`src/design/ptt_pkg.sv`:
```
`timescale 1ns / 1ps
// ----------------------------------------------------------------------------
// ptt_pkg
// Shared types and constants of the periodic timer table.
// ----------------------------------------------------------------------------
package ptt_pkg;

  localparam int NUM_TIMERS_DEF = 16;
  localparam int MAX_RESULTS    = 16;
  localparam int ACT_W          = 5;
  localparam int RES_W          = $clog2(MAX_RESULTS + 1);

  typedef enum logic [1:0] {
    OP_SET   = 2'd0,
    OP_KILL  = 2'd1,
    OP_TICK  = 2'd2,
    OP_CLEAR = 2'd3
  } op_t;

  typedef enum logic [1:0] {
    KIND_STATUS    = 2'd0,
    KIND_EXPIRED   = 2'd1,
    KIND_IDLE_TICK = 2'd2
  } kind_t;

  typedef enum logic [1:0] {
    STS_OK          = 2'd0,
    STS_BAD_ID      = 2'd1,
    STS_ZERO_PERIOD = 2'd2,
    STS_NOT_ACTIVE  = 2'd3
  } status_t;

  typedef enum logic [1:0] {
    S_IDLE,
    S_CMD,
    S_SCAN,
    S_FIN
  } state_t;

endpackage

```
`src/design/ptt_if.sv`:
```
`timescale 1ns / 1ps
// ----------------------------------------------------------------------------
// ptt_in_if / ptt_out_if
// Valid/ready channels of the periodic timer table.
// ----------------------------------------------------------------------------
interface ptt_in_if;
  logic        valid;
  logic        ready;
  logic [1:0]  op;
  logic [7:0]  timer_id;
  logic [31:0] period;
  logic [31:0] now_time;

  modport source (output valid, output op, output timer_id, output period,
                  output now_time, input ready);
  modport sink   (input valid, input op, input timer_id, input period,
                  input now_time, output ready);
endinterface

interface ptt_out_if;
  logic       valid;
  logic       ready;
  logic [1:0] kind;
  logic [1:0] status;
  logic [3:0] expired_id;
  logic       last;

  modport source (output valid, output kind, output status, output expired_id,
                  output last, input ready);
  modport sink   (input valid, input kind, input status, input expired_id,
                  input last, output ready);
endinterface

```
`src/design/periodic_timer_table.sv`:
```
`timescale 1ns / 1ps
// ----------------------------------------------------------------------------
// periodic_timer_table
// Table of periodic timers with set, kill, tick and clear commands.
// ----------------------------------------------------------------------------
// Usage:
//   in_ch carries one command beat (op, timer_id, period, now_time); out_ch
//   carries result beats (kind, status, expired_id, last), last marking the
//   final beat of a command. in_ch.ready is high only while the sequencer
//   is idle, so commands are taken one at a time.
//   Set, kill and clear are accepted, then update the table and load the
//   output register. A tick with active timers does one registered read of
//   the period and deadline memories per slot, overlapped with the compare
//   and the shared 32-bit reload adder of the previous slot, then sends the
//   final beat. A tick with no active timer goes straight to the final beat.
//   Each expiry beat is held until the next is found so the final one can carry last.
//   When out_ch stalls, the scan stops at the next emitting slot until the
//   output register drains; the next command is accepted while the last
//   beat still waits.
//   Reset clears the armed bits and the active count at once; the memories
//   need no clearing since a slot's contents are used only while it is armed.
// ----------------------------------------------------------------------------
module periodic_timer_table
  import ptt_pkg::*;
#(
  parameter int NUM_TIMERS = NUM_TIMERS_DEF
) (
  input  logic           clk,
  input  logic           rst_n,
  ptt_in_if.sink         in_ch,
  ptt_out_if.source      out_ch
);

  localparam int IDX_W = (NUM_TIMERS > 1) ? $clog2(NUM_TIMERS) : 1;

  state_t                  state_r, state_nxt;
  op_t                     op_r, op_nxt;
  logic [7:0]              id_r, id_nxt;
  logic [31:0]             period_r, period_nxt;
  logic [31:0]             now_r, now_nxt;
  logic [IDX_W-1:0]        idx_r, idx_nxt;
  logic [NUM_TIMERS-1:0]   armed_r, armed_nxt;
  logic [ACT_W-1:0]        active_r, active_nxt;
  logic [RES_W-1:0]        cnt_r, cnt_nxt;
  logic                    held_v_r, held_v_nxt;
  logic [IDX_W-1:0]        held_id_r, held_id_nxt;
  logic                    out_valid_r, out_valid_nxt;
  kind_t                   out_kind_r, out_kind_nxt;
  status_t                 out_status_r, out_status_nxt;
  logic [3:0]              out_id_r, out_id_nxt;
  logic                    out_last_r, out_last_nxt;

  logic [31:0]             period_mem [NUM_TIMERS];
  logic [31:0]             dead_mem   [NUM_TIMERS];
  logic [31:0]             rd_period_r;
  logic [31:0]             rd_dead_r;

  logic                    in_fire;
  logic                    slot_free;
  logic                    id_ok;
  logic [IDX_W-1:0]        id_idx;
  logic                    idx_last;
  logic [31:0]             add_b;
  logic [31:0]             sum;
  logic                    hit;
  logic                    emit_hit;
  logic                    scan_stall;
  logic                    advance;
  status_t                 cmd_status;

  logic                    push;
  kind_t                   push_kind;
  status_t                 push_status;
  logic [3:0]              push_id;
  logic                    push_last;
  logic                    we_period;
  logic                    we_dead;
  logic [IDX_W-1:0]        wr_addr;
  logic [IDX_W-1:0]        rd_addr;

  assign in_ch.ready       = (state_r == S_IDLE);
  assign in_fire           = in_ch.valid && in_ch.ready;
  assign out_ch.valid      = out_valid_r;
  assign out_ch.kind       = out_kind_r;
  assign out_ch.status     = out_status_r;
  assign out_ch.expired_id = out_id_r;
  assign out_ch.last       = out_last_r;

  assign slot_free = !out_valid_r || out_ch.ready;
  assign id_ok     = id_r < 8'(NUM_TIMERS);
  assign id_idx    = id_r[IDX_W-1:0];
  assign idx_last  = (idx_r == IDX_W'(NUM_TIMERS - 1));

  // shared reload adder: set uses the new period, scan the stored one
  assign add_b = (state_r == S_SCAN) ? rd_period_r : period_r;
  assign sum   = now_r + add_b;

  assign hit        = armed_r[idx_r] && (rd_dead_r <= now_r);
  assign emit_hit   = hit && (cnt_r < RES_W'(MAX_RESULTS));
  assign scan_stall = emit_hit && held_v_r && !slot_free;
  assign advance    = (state_r == S_SCAN) && !scan_stall;

  always_comb begin
    cmd_status = STS_OK;
    case (op_r)
      OP_SET: begin
        if (!id_ok) cmd_status = STS_BAD_ID;
        else if (period_r == 32'd0) cmd_status = STS_ZERO_PERIOD;
      end
      OP_KILL: begin
        if (!id_ok) cmd_status = STS_BAD_ID;
        else if (!armed_r[id_idx]) cmd_status = STS_NOT_ACTIVE;
      end
      default: cmd_status = STS_OK;
    endcase
  end

  // next state
  always_comb begin
    state_nxt = state_r;
    case (state_r)
      S_IDLE: begin
        if (in_fire) begin
          if (op_t'(in_ch.op) == OP_TICK) begin
            state_nxt = (active_r == '0) ? S_FIN : S_SCAN;
          end else begin
            state_nxt = S_CMD;
          end
        end
      end
      S_CMD:   if (slot_free) state_nxt = S_IDLE;
      S_SCAN:  if (advance && idx_last) state_nxt = S_FIN;
      S_FIN:   if (slot_free) state_nxt = S_IDLE;
      default: state_nxt = S_IDLE;
    endcase
  end

  // sequencer outputs
  always_comb begin
    push        = 1'b0;
    push_kind   = KIND_STATUS;
    push_status = STS_OK;
    push_id     = 4'd0;
    push_last   = 1'b0;
    we_period   = 1'b0;
    we_dead     = 1'b0;
    wr_addr     = id_idx;
    rd_addr     = '0;
    case (state_r)
      S_IDLE: rd_addr = '0;
      S_CMD: begin
        if (slot_free) begin
          push        = 1'b1;
          push_status = cmd_status;
          push_last   = 1'b1;
          if (op_r == OP_SET && cmd_status == STS_OK) begin
            we_period = 1'b1;
            we_dead   = 1'b1;
          end
        end
      end
      S_SCAN: begin
        wr_addr = idx_r;
        // hold the read address while stalled so the same slot comes back
        rd_addr = (advance && !idx_last) ? idx_r + 1'b1 : idx_r;
        if (advance) begin
          we_dead = hit;
          if (emit_hit && held_v_r) begin
            push      = 1'b1;
            push_kind = KIND_EXPIRED;
            push_id   = 4'(held_id_r);
          end
        end
      end
      S_FIN: begin
        if (slot_free) begin
          push      = 1'b1;
          push_last = 1'b1;
          if (held_v_r) begin
            push_kind = KIND_EXPIRED;
            push_id   = 4'(held_id_r);
          end else begin
            push_kind = KIND_IDLE_TICK;
          end
        end
      end
      default: ;
    endcase
  end

  // register next values
  always_comb begin
    op_nxt         = op_r;
    id_nxt         = id_r;
    period_nxt     = period_r;
    now_nxt        = now_r;
    idx_nxt        = idx_r;
    armed_nxt      = armed_r;
    active_nxt     = active_r;
    cnt_nxt        = cnt_r;
    held_v_nxt     = held_v_r;
    held_id_nxt    = held_id_r;
    out_valid_nxt  = out_valid_r;
    out_kind_nxt   = out_kind_r;
    out_status_nxt = out_status_r;
    out_id_nxt     = out_id_r;
    out_last_nxt   = out_last_r;

    if (in_fire) begin
      op_nxt     = op_t'(in_ch.op);
      id_nxt     = in_ch.timer_id;
      period_nxt = in_ch.period;
      now_nxt    = in_ch.now_time;
      idx_nxt    = '0;
      cnt_nxt    = '0;
      held_v_nxt = 1'b0;
    end

    if (state_r == S_CMD && slot_free && cmd_status == STS_OK) begin
      case (op_r)
        OP_SET: begin
          if (!armed_r[id_idx]) active_nxt = active_r + 1'b1;
          armed_nxt[id_idx] = 1'b1;
        end
        OP_KILL: begin
          armed_nxt[id_idx] = 1'b0;
          active_nxt        = active_r - 1'b1;
        end
        OP_CLEAR: begin
          armed_nxt  = '0;
          active_nxt = '0;
        end
        default: ;
      endcase
    end

    if (advance) begin
      if (!idx_last) idx_nxt = idx_r + 1'b1;
      if (emit_hit) begin
        held_v_nxt  = 1'b1;
        held_id_nxt = idx_r;
        cnt_nxt     = cnt_r + 1'b1;
      end
    end

    if (state_r == S_FIN && slot_free) held_v_nxt = 1'b0;

    if (push) begin
      out_valid_nxt  = 1'b1;
      out_kind_nxt   = push_kind;
      out_status_nxt = push_status;
      out_id_nxt     = push_id;
      out_last_nxt   = push_last;
    end else if (out_ch.ready) begin
      out_valid_nxt = 1'b0;
    end
  end

  always_ff @(posedge clk) begin
    if (!rst_n) begin
      state_r     <= S_IDLE;
      idx_r       <= '0;
      armed_r     <= '0;
      active_r    <= '0;
      cnt_r       <= '0;
      held_v_r    <= 1'b0;
      out_valid_r <= 1'b0;
    end else begin
      state_r     <= state_nxt;
      idx_r       <= idx_nxt;
      armed_r     <= armed_nxt;
      active_r    <= active_nxt;
      cnt_r       <= cnt_nxt;
      held_v_r    <= held_v_nxt;
      out_valid_r <= out_valid_nxt;
    end
  end

  always_ff @(posedge clk) begin
    op_r         <= op_nxt;
    id_r         <= id_nxt;
    period_r     <= period_nxt;
    now_r        <= now_nxt;
    held_id_r    <= held_id_nxt;
    out_kind_r   <= out_kind_nxt;
    out_status_r <= out_status_nxt;
    out_id_r     <= out_id_nxt;
    out_last_r   <= out_last_nxt;
  end

  // period and deadline memories, registered read
  always_ff @(posedge clk) begin
    if (we_period) period_mem[wr_addr] <= period_r;
    if (we_dead)   dead_mem[wr_addr]   <= sum;
    rd_period_r <= period_mem[rd_addr];
    rd_dead_r   <= dead_mem[rd_addr];
  end

  // checks
  a_active_matches_armed: assert property (@(posedge clk) disable iff (!rst_n)
    active_r == ACT_W'($countones(armed_r)))
    else $error("active count differs from armed slots");

  a_push_into_free_slot: assert property (@(posedge clk) disable iff (!rst_n)
    push |-> slot_free)
    else $error("result beat overwrites a waiting beat");

  a_result_limit: assert property (@(posedge clk) disable iff (!rst_n)
    cnt_r <= RES_W'(MAX_RESULTS))
    else $error("result count beyond limit");

  a_idle_nothing_held: assert property (@(posedge clk) disable iff (!rst_n)
    (state_r == S_IDLE) |-> !held_v_r)
    else $error("expiry beat left behind after tick");

  a_scan_no_write_on_stall: assert property (@(posedge clk) disable iff (!rst_n)
    (state_r == S_SCAN && scan_stall) |=> (state_r == S_SCAN && $stable(idx_r)))
    else $error("scan moved on during output stall");

endmodule

```
`src/flat_wrapper.sv`:
```
// flat-port wrapper written by rule: the top's interface ports become plain ports
module periodic_timer_table_flat import ptt_pkg::*;
#(
  parameter int NUM_TIMERS = NUM_TIMERS_DEF
)
  (clk, rst_n, in_ch_valid, in_ch_op, in_ch_timer_id, in_ch_period, in_ch_now_time, in_ch_ready, out_ch_valid, out_ch_kind, out_ch_status, out_ch_expired_id, out_ch_last, out_ch_ready);
  ptt_in_if in_ch_i ();
  ptt_out_if out_ch_i ();
  input  logic clk;
  input  logic rst_n;
  input wire logic [$bits(in_ch_i.valid)-1:0] in_ch_valid;
  input wire logic [$bits(in_ch_i.op)-1:0] in_ch_op;
  input wire logic [$bits(in_ch_i.timer_id)-1:0] in_ch_timer_id;
  input wire logic [$bits(in_ch_i.period)-1:0] in_ch_period;
  input wire logic [$bits(in_ch_i.now_time)-1:0] in_ch_now_time;
  output wire logic [$bits(in_ch_i.ready)-1:0] in_ch_ready;
  output wire logic [$bits(out_ch_i.valid)-1:0] out_ch_valid;
  output wire logic [$bits(out_ch_i.kind)-1:0] out_ch_kind;
  output wire logic [$bits(out_ch_i.status)-1:0] out_ch_status;
  output wire logic [$bits(out_ch_i.expired_id)-1:0] out_ch_expired_id;
  output wire logic [$bits(out_ch_i.last)-1:0] out_ch_last;
  input wire logic [$bits(out_ch_i.ready)-1:0] out_ch_ready;
  assign in_ch_i.valid = in_ch_valid;
  assign in_ch_i.op = in_ch_op;
  assign in_ch_i.timer_id = in_ch_timer_id;
  assign in_ch_i.period = in_ch_period;
  assign in_ch_i.now_time = in_ch_now_time;
  assign in_ch_ready = in_ch_i.ready;
  assign out_ch_valid = out_ch_i.valid;
  assign out_ch_kind = out_ch_i.kind;
  assign out_ch_status = out_ch_i.status;
  assign out_ch_expired_id = out_ch_i.expired_id;
  assign out_ch_last = out_ch_i.last;
  assign out_ch_i.ready = out_ch_ready;
  periodic_timer_table #(.NUM_TIMERS(NUM_TIMERS)) u_core (.clk(clk), .rst_n(rst_n), .in_ch(in_ch_i), .out_ch(out_ch_i));
endmodule
```
`config.mk`:
```
export PLATFORM = sky130hd
export DESIGN_NAME = periodic_timer_table_flat
export DESIGN_NICKNAME = d
export VERILOG_FILES = /design/src/design/ptt_pkg.sv /design/src/design/ptt_if.sv /design/src/design/periodic_timer_table.sv /design/src/flat_wrapper.sv
export SDC_FILE = /design/constraint.sdc
export NUM_CORES = 2
export LEC_CHECK = 0
export BUFFER_PORTS_ARGS = -buffer_cell sky130_fd_sc_hd__buf_2
export CORE_AREA = 2 2 359 361
export CTS_BUF_LIST = sky130_fd_sc_hd__clkbuf_16
export DETAILED_ROUTE_END_ITERATION = 6
export DIE_AREA = 0 0 361 363
export MAX_ROUTING_LAYER = met4
export PLACE_DENSITY_LB_ADDON = 0.08
export SETUP_SLACK_MARGIN = 0.1
export SLEW_MARGIN = 5
export SYNTH_ARGS = -nofsm -noshare
export SYNTH_HDL_FRONTEND = slang
export SYNTH_SLANG_ARGS = --single-unit
```
`constraint.sdc`:
```
create_clock -name clk -period 6.71 [get_ports clk]
set_input_delay 1.342 -clock clk [delete_from_list [all_inputs] [get_ports clk]]
set_output_delay 1.342 -clock clk [all_outputs]
set_load 0.02 [all_outputs]
```
==> flow_summary.json <==
{
  "dieArea_sq_um": 131000,
  "ys_ff_latch": 1209,
  "synth-edff-count": 1111,
  "initial_core_util_pct": 39.71,
  "powerDensity_nw_per_um2": 326.2,
  "dp.cells": 5166,
  "drtIter0Drc": 3822,
  "synth-xor-area-share_pct": 0.5209,
  "synth_adder_area_share_pct": 1.890,
  "clk_latency_ps": 780,
  "fin_crit_ps": 6027,
  "cts.sink_count": 1209,
  "grt_max_degree": 131,
  "ctsHoldBuffers": 0,
  "swShare_pct": 27.34,
  "finalPower_uw": 18740,
  "wirelength_um": 168000,
  "cp.arrival_ps": 6430,
  "critPathRequiredTime_ps": 7110,
  "seqPwrFrac_pct": 48.8,
  "yosys.area_share.simple_pct": 4.658,
  "synth.area.top_cells": "edfxtp_1, dfxtp_1, o21ai_0, a32o_1, nand2_1",
  "avgSynthCellArea_sq_um": 13.98,
  "routed-via-count": 33830,
  "switchingPower_uw": 5122,
  "grt_first_pass_wirelength_um": 240900,
  "yosys_warnings": 0,
  "chipWidth_um": 361,
  "combPwrFrac_pct": 13.9,
  "cts_setup_buffers": 0,
  "clkPwrFrac_pct": 37.2,
  "status": "finished, final reports clean",
  "synth_top_area_share_pct": 66.14,
  "cts_max_level": 4,
  "yosys-mux-area-fraction_pct": 1.322,
  "fin_skew_ps": 28.85,
  "period_share_pct": 89.83,
  "ys_seq_area_share_pct": 70.03,
  "gp_congestion": 0.8571,
  "grt.total_usage_pct": 26.02,
  "synth_top_family_by_area": "compound AO/OA/AOI/OAI gates",
  "slew_headroom_pct": 11.37,
  "grt_pass1_vias": 33730,
  "path_max_fanout": 32,
  "cts_root_buffer": "clkbuf_16",
  "yosysMostFrequentCell": "edfxtp_1",
  "synth_top_area_cell": "edfxtp_1",
  "ys.flop_type": "edfxtp_1",
  "drive_above_1_share_pct": 14.52,
  "core_area_sq_um": 127000,
  "finalHoldViolCount": 0,
  "antenna_found_initial": 3,
  "syn_nets": 3761,
  "p_leak_uw": 0.01852,
  "ir_worst_vdd_mv": 0.2809,
  "portBuffers": 88,
  "synth_common_cells": "edfxtp_1, o21ai_0, nand2_1",
  "die_h_um": 363,
  "cts_tree": "done",
  "synth_area_sq_um": 50440,
  "clockBufferDepth": 3,
  "rsz0062_at_grt": "false",
  "crit_path_end_kind": "register",
  "drtPass1Iterations": 5,
  "postRouteAntennaNets": 0,
  "synth_compound_area_share_pct": 18.55,
  "final_cells": 5419,
  "dpl.hpwl_um": 94360,
  "cts_resized": 0,
  "crit_path_max_incr_delay_ps": 940,
  "drc_errors": 0,
  "path_clk_slew_ps": 60,
  "synthDistinctLibCells": 80,
  "worst_pin_slew_ps": 1326,
  "worstHoldPathType": "register to register",
  "crit_chain": "inv_1 -> ha_4 -> mux2_2 -> ha_1 -> a21o_1 -> a211oi_1 -> o311ai_0 -> a31oi_1 -> o21ai_0 -> a41oi_1 -> a2111oi_0 -> a2111o_1 -> a21oi_1 -> xnor2_1",
  "critPathLaunchType": "register",
  "slowest_stage": "o311ai_0",
  "io_pins": 89,
  "overflow": 0,
  "fin_setup_tns_ps": 0,
  "slew_violations": 0,
  "maxCapViolCount": 0,
  "p_int_uw": 13610,
  "max_freq_mhz": 165.9,
  "wl_per_cell_um": 30.99,
  "syn_to_final_growth_pct": 13.86,
  "setup_viol": 0,
  "synth_cells": 3608,
  "async_reset_ff_share_pct": 0,
  "nets": 3794,
  "worstSetupPathType": "register to register",
  "cts_buffers": 135,
  "floorplan.rows": 131,
  "avgViaCountPerCell": 6.243
}
flip-flops by register name, summed over array words and instances (netlist names), 4 cells and up:
signal,flops
u_core.dead_mem,512
u_core.id_r,8
u_core.rd_dead_r,32
u_core.period_r,32
u_core.now_r,32
u_core.armed_r,16
u_core.idx_r,4
u_core.cnt_r,5
u_core.period_mem,512
u_core.out_ch.expired_id,4
u_core.rd_period_r,32
u_core.held_id_r,4
u_core.active_r,5
kinds of logic (layout without fill, tap and decap cells):
group / after synthesis / count (layout)
buffers and inverters: 357 / 503
AND/OR/NAND/NOR: 526 / 526
adder cells (fa/ha/maj): 75 / 75
flip-flops: 1209 / 1209
XOR/XNOR: 30 / 30
AO/OA/AOI/OAI: 1360 / 1360
other: 0 / 3
multiplexers: 51 / 51
worst max-delay path: cells and delay by family, from the launching register on:
family | cells | cell delay [ps]
compound gates | 9 | 2890
xor+xnor | 1 | 900
fa+ha+maj | 2 | 910
flops | 1 | 340
mux | 1 | 420
buf+inv | 1 | 150
cell type report:
| type | instances | area, sq um |
|---|---|---|
| clock buffer | 137 | 3428 |
| tap | 1662 | 2079 |
| sequential | 1209 | 35320 |
| clock inverter | 113 | 747.0 |
| multi-input combinational | 2042 | 14020 |
| inverter | 50 | 197.7 |
| antenna | 3 | 7.507 |
| timing repair buffer | 203 | 1629 |
| fill | 11140 | 69590 |
per-layer routing:
layer | GRT usage [%] | wire [um] | vias to the layer above
li1 | - | - | 14530
met5 | - | 0 | -
met1 | 32.96 | 69740 | 17570
met3 | 4.011 | 10640 | 302
met4 | 8.984 | 5133 | 0
met2 | 42.73 | 82450 | 1431
cell usage in the layout, fill, tap and decap left out, types with 88 or more instances in the layout:
cell       Yosys  layout
edfxtp_1    1111    1111
inv_1         50      93
dfxtp_1       98      98
a31oi_1      137     137
buf_4          9      89
buf_2         67      88
nand2_1      299     299
clkbuf_16      0     137
a32o_1       126     126
o211ai_1     133     133
a32oi_1      128     128
a21oi_1      209     205
o21ai_0      342     342
path summary, 6_finish.rpt:
| check | startpoint | endpoint | slack (ps) | cells after the start |
|---|---|---|---|---|
| worst min-delay path | u_core.cnt_r[3] | u_core.cnt_r[3] | 470 | 1 |
| worst min register to register | u_core.cnt_r[3] | u_core.cnt_r[3] | 470 | 1 |
| worst max register to register | u_core.state_r[0] | u_core.dead_mem[0][30] | 680 | 14 |
| worst max-delay path | u_core.state_r[0] | u_core.dead_mem[0][30] | 680 | 14 |
power by group through the flow:
stage	clock network, uW	logic [uW]	registers, uW
finish	6970	2610	9150
global route	7410	2820	9170
CTS	7110	2590	9150
detailed placement	0	2580	9310
global placement	0	2500	9300
floorplan	0	1520	9230
metrics by stage:
stage | cell area [sq um] | utilization (%) | setup WS (ps) | hold slack, ps
3_3_place_gp | 53210 | 41.89 | 957.7 | 438.7
6_report | 57440 | 45.22 | 682.7 | 471.8
4_1_cts | 57380 | 45.17 | 771.0 | 469.2
5_1_grt | 57440 | 45.22 | 341.8 | 499.6
2_1_floorplan | 50440 | - | 1495 | 406.4
3_5_place_dp | 53210 | 41.89 | 811.3 | 459.6
(Power assumes the default switching activity.)
